**src/design/fpce_ram.sv**
```systemverilog
// Generic single-write, single-read RAM with registered read data.
// No dependencies.
`default_nettype none

module fpce_ram #(
  parameter int WIDTH = 8,
  parameter int DEPTH = 32
) (
  input  wire logic                     clk,
  input  wire logic                     we,
  input  wire logic [$clog2(DEPTH)-1:0] waddr,
  input  wire logic [WIDTH-1:0]         wdata,
  input  wire logic [$clog2(DEPTH)-1:0] raddr,
  output logic      [WIDTH-1:0]         rdata
);

  logic [WIDTH-1:0] mem [DEPTH];

  always_ff @(posedge clk) begin
    if (we) begin
      mem[waddr] <= wdata;
    end
    rdata <= mem[raddr];
  end

endmodule

`default_nettype wire

```
**config.mk**
```make
export PLATFORM = sky130hd
export DESIGN_NAME = fpce_ram
export DESIGN_NICKNAME = d
export VERILOG_FILES = /design/src/design/fpce_ram.sv
export SDC_FILE = /design/constraint.sdc
export NUM_CORES = 1
export LEC_CHECK = 0
export BUFFER_PORTS_ARGS = -buffer_cell sky130_fd_sc_hd__buf_2
export CAP_MARGIN = 10
export CORE_MARGIN = 5
export CORE_UTILIZATION = 29
export CTS_BUF_LIST = sky130_fd_sc_hd__clkbuf_8
export DETAILED_ROUTE_END_ITERATION = 8
export GPL_TIMING_DRIVEN = 0
export HOLD_SLACK_MARGIN = 0.15
export PLACE_DENSITY = 0.45
export SLEW_MARGIN = 30
export SYNTH_ARGS = -nofsm -noshare
export SYNTH_HDL_FRONTEND = slang
export SYNTH_SLANG_ARGS = --single-unit
```
**constraint.sdc**
```tcl
create_clock -name clk -period 2.5 [get_ports clk]
set_input_delay 0.125 -clock clk [delete_from_list [all_inputs] [get_ports clk]]
set_output_delay 0.125 -clock clk [all_outputs]
set_load 0.005 [all_outputs]
```
; ---- Yosys cells after proc, flatten, opt, wreduce, memory -nomap -nowiden
; Memory sizes are Yosys's and may differ from the RTL's. A register that Yosys moved wholly into a read port is not among the register bits.
; Index checks and enable logic that the tools add are counted.
[totals]
output_inout_bits = 8
elab_cells = 3
regBits = 0
ram_bits = 256
in_bits = 20
memories = 1
[mem_list]
columns = name, words, width, read_ports, rd_clocked_by_memory_dff, write_ports, line_no
row1 = mem, 32, 8, 1, 1, 1, 17  ; logic [WIDTH-1:0] mem [DEPTH];
[op_classes]
muxes = 2
[op_table]
columns = cell, n
row1 = 1-bit two-way mux, 2

; ---- Depth between registers and ports, before layout
[logic_depth]
depth_word = 2
mapped_depth = 5
ltp_nobuf = 3

; ---- Worst setup path after synthesis
; No wires, ideal clock.
[synth_timing]
path_kind = input to register
start = in raddr[2]
end = reg rdata[0] (read register of mem)
cell_stages = 5
required_time_ps = 2379
path_buffers = 2
setup_time_ps = 121
t_arrival_ps = 1807
slack_ps = 573
cell_sequence = clkbuf_1 clkbuf_1 mux4_2 mux4_2 mux2_2
[synth_rtl]
columns = item, line_no
row1 = from (decl), 13  ; input wire logic [$clog2(DEPTH)-1:0] raddr,
row2 = to (decl), 14  ; output logic [WIDTH-1:0] rdata

==> out/summary.txt <==
Vias in the first global route -> 4907
Clock share of power -> 37.6%
DRT iter0 DRCs -> 392
Clock skew -> 0.0131 ns
CP Max Fanout -> 10
Die width -> 196 um
Static Leakage -> 0.00358 uW
Placed Instances -> 894
Reg-to-reg critical path startpoint -> mem[31][4]$_DFFE_PP_
Top Usage Layer GRT -> met2
Area leader, netlist -> edfxtp_1
Crit path time final -> 2.11 ns
Area delta synth->final -> 14.9%
Initial core utilization -> 29.2%
Final setup violation count -> 0
WL/cell -> 23.5 um
Fill cell count -> 3288
Clock Sinks -> 264
Total I/O pin count -> 28
GRT overflow -> 0
Crit Path Class -> in -> reg
RSZ-0062 raised after global routing -> no
First-pass GRT wire length -> 33900 um
Switching share of total power -> 22.0%
CP max stage cell -> buf_1
Port Buffers -> 22
CP Cell Sequence -> clkbuf_1 -> buf_1 -> mux4_2 -> mux4_2 -> mux2_2
Via/cell ratio -> 4.60
Final Instance Count excl. Fillers -> 981
Total core area -> 0.0344 sq mm
CTS tree -> yes
Startpoint Class -> primary input
Slew headroom -> 36.4%
CP Buf/Inv Count -> 2
Post-Syn Instances -> 417
Comb pwr share -> 5.6%
Worst setup startpoint -> raddr[2]
Critical path arrival -> 2.52 ns
Hold Startpoint -> wdata[2]
Hold Path Class -> in -> reg
Max-Cap Viols -> 0
Met3 GRT Util -> 3.30%
Netlist cell types -> 15
Later-pin clock latency in the skew report -> 0.54 ns
Total wire length -> 23100 um
Share of layout cells above drive strength 1 -> 33.1%
Top post-synthesis cells by area -> edfxtp_1 76%, mux4_2 18%, dfxtp_1 1.6%
H-tree levels -> 2
Met2 Use GR -> 18.1%
CTS root buf -> clkbuf_8
Outcome -> finished clean
Cell family with most CP delay -> multiplexers
Worst-margin pin slew -> 0.951 ns
Standard-cell rows -> 68
Placer Congestion -> 0.709
Max-slew violations -> 0
Die area -> 0.0385 sq mm
Fin crit share -> 84.3%
CTS clock-pin slew for the worst setup and hold paths -> 0.06 ns
Average cell area after synthesis -> 24.1 sq um
CTS Buffer Depth -> 3
Crit. End Element -> flop
GRT Total Usage -> 12.1%
Yosys warnings -> 0
Hold Fails Final Rpt -> 0
Post-DP HPWL -> 14700 um
FMAX -> 0.474 GHz
Top-area cell type share of the netlist area -> 76.5%
Switching power total -> 1910 uW
Number of antenna violations at the first check in global routing -> 6
Mapped Nets -> 437
Number of synthesized register bits -> 264
Vias post-DR -> 4514
Met1 Usage GRT -> 17.2%
CP required -> 2.91 ns
Largest net degree at the start of global routing -> 33
Pint -> 6790 uW
Peak supply drop -> 302 uV
Fin Hold WS -> 0.167 ns
Mapped Area -> 0.0101 sq mm
First-pass detailed-route iteration total -> 4
PD cells -> 753 mW/mm^2
Flop pwr share -> 56.8%
Sequential share of the synthesized area -> 78.1%
Max stage delay on crit path -> 0.61 ns
Routed Antenna Nets -> 0
Number of remaining DRC errors -> 0
Nets -> 511
DIE HEIGHT -> 196 um
Crit-path most repeated cell -> mux4_2
Num CTS Buffers -> 44
==> logic make-up after synthesis <==
group	synth area share (%)
buf+inv	1.06
mux	18.8
simple gates	2.07
flops	78.1
==> synthesized netlist by cell type (all sizes together) <==
master,number
mux2,8
nor2,33
nand3,2
nand3b,5
mux4,80
clkbuf,6
dfxtp,8
edfxtp,256
buf,14
nand2,1
or3,1
or3b,3
==> metrics by stage <==
stage	util (%)	power (uW)	instance area [sq um]	setup WS, ns	TNS, ns
CTS	33.6	8840	11500	0.309	0
finish	33.6	8700	11600	0.392	0
global route	33.6	9070	11600	0.253	0
floorplan	-	5290	10100	0.573	0
global placement	31.2	5510	10700	-0.235	-1.72
detailed placement	31.3	5530	10700	-0.252	-1.79
==> layer usage <==
metal  up-vias  share of wire (%)
li1       1938                  -
met1      2392                 43
met2       133                 46
met3        47                8.9
met4         4                2.2
met5         -              0.095
==> state kept, by name (all words and copies together), names as in the netlist <==
register  flops
mem         256
rdata         8
==> worst register-to-register path, cell delays in order (launching register included) <==
cell	delay (ns)
edfxtp_1	0.36
mux4_2	0.53
mux4_2	0.51
mux2_2	0.31
==> layout make-up <==
class                   count  area, sq um  share of cell area (%)
flip-flops and latches    264         7850                    67.9
multi-input cells         133         2110                    18.3
clock buffers              45          619                    5.36
well taps                 455          569                    4.93
repair buffers             28          170                    1.47
clock inverters            32          123                    1.06
plain buffers              20          108                   0.931
diodes                      4         10.0                  0.0866
==> layout by cell type, fill, tap and decap left out, types with 6 or more instances in the layout <==
cell / count
mux2_2: 8
buf_4: 6
dlygate4sd3_1: 6
buf_2: 24
clkbuf_8: 45
edfxtp_1: 256
dfxtp_1: 8
nor2_1: 29
mux4_2: 80
clkbuf_1: 6
clkinv_1: 12
inv_1: 18
==> power by group through the flow <==
stage | Clock [uW] | Sequential, uW | Combinational [uW]
after CTS | 3400 | 4940 | 502
after detailed placement | 0 | 5030 | 493
after global routing | 3610 | 4940 | 523
final | 3270 | 4940 | 485
after global placement | 0 | 5030 | 485
after floorplan | 0 | 5030 | 262
==> path summary, 6_finish.rpt <==
kind | end | slack (ns) | depth (start not counted)
hold reg to reg | rdata[2]$_DFF_P_ | 0.95 | 3
hold / removal | mem[0][2]$_DFFE_PP_ | 0.17 | 1
setup reg to reg | rdata[4]$_DFF_P_ | 0.66 | 3
setup / recovery | rdata[2]$_DFF_P_ | 0.39 | 5
==> timing repair <==
action	CTS	global route
setup buffers	0	0
resized for setup	0	0
endpoints found under the setup margin	0	0
hold buffers	6	0
endpoints found under the hold margin	79	0
Note: power is estimated with default switching activity, not from simulation.
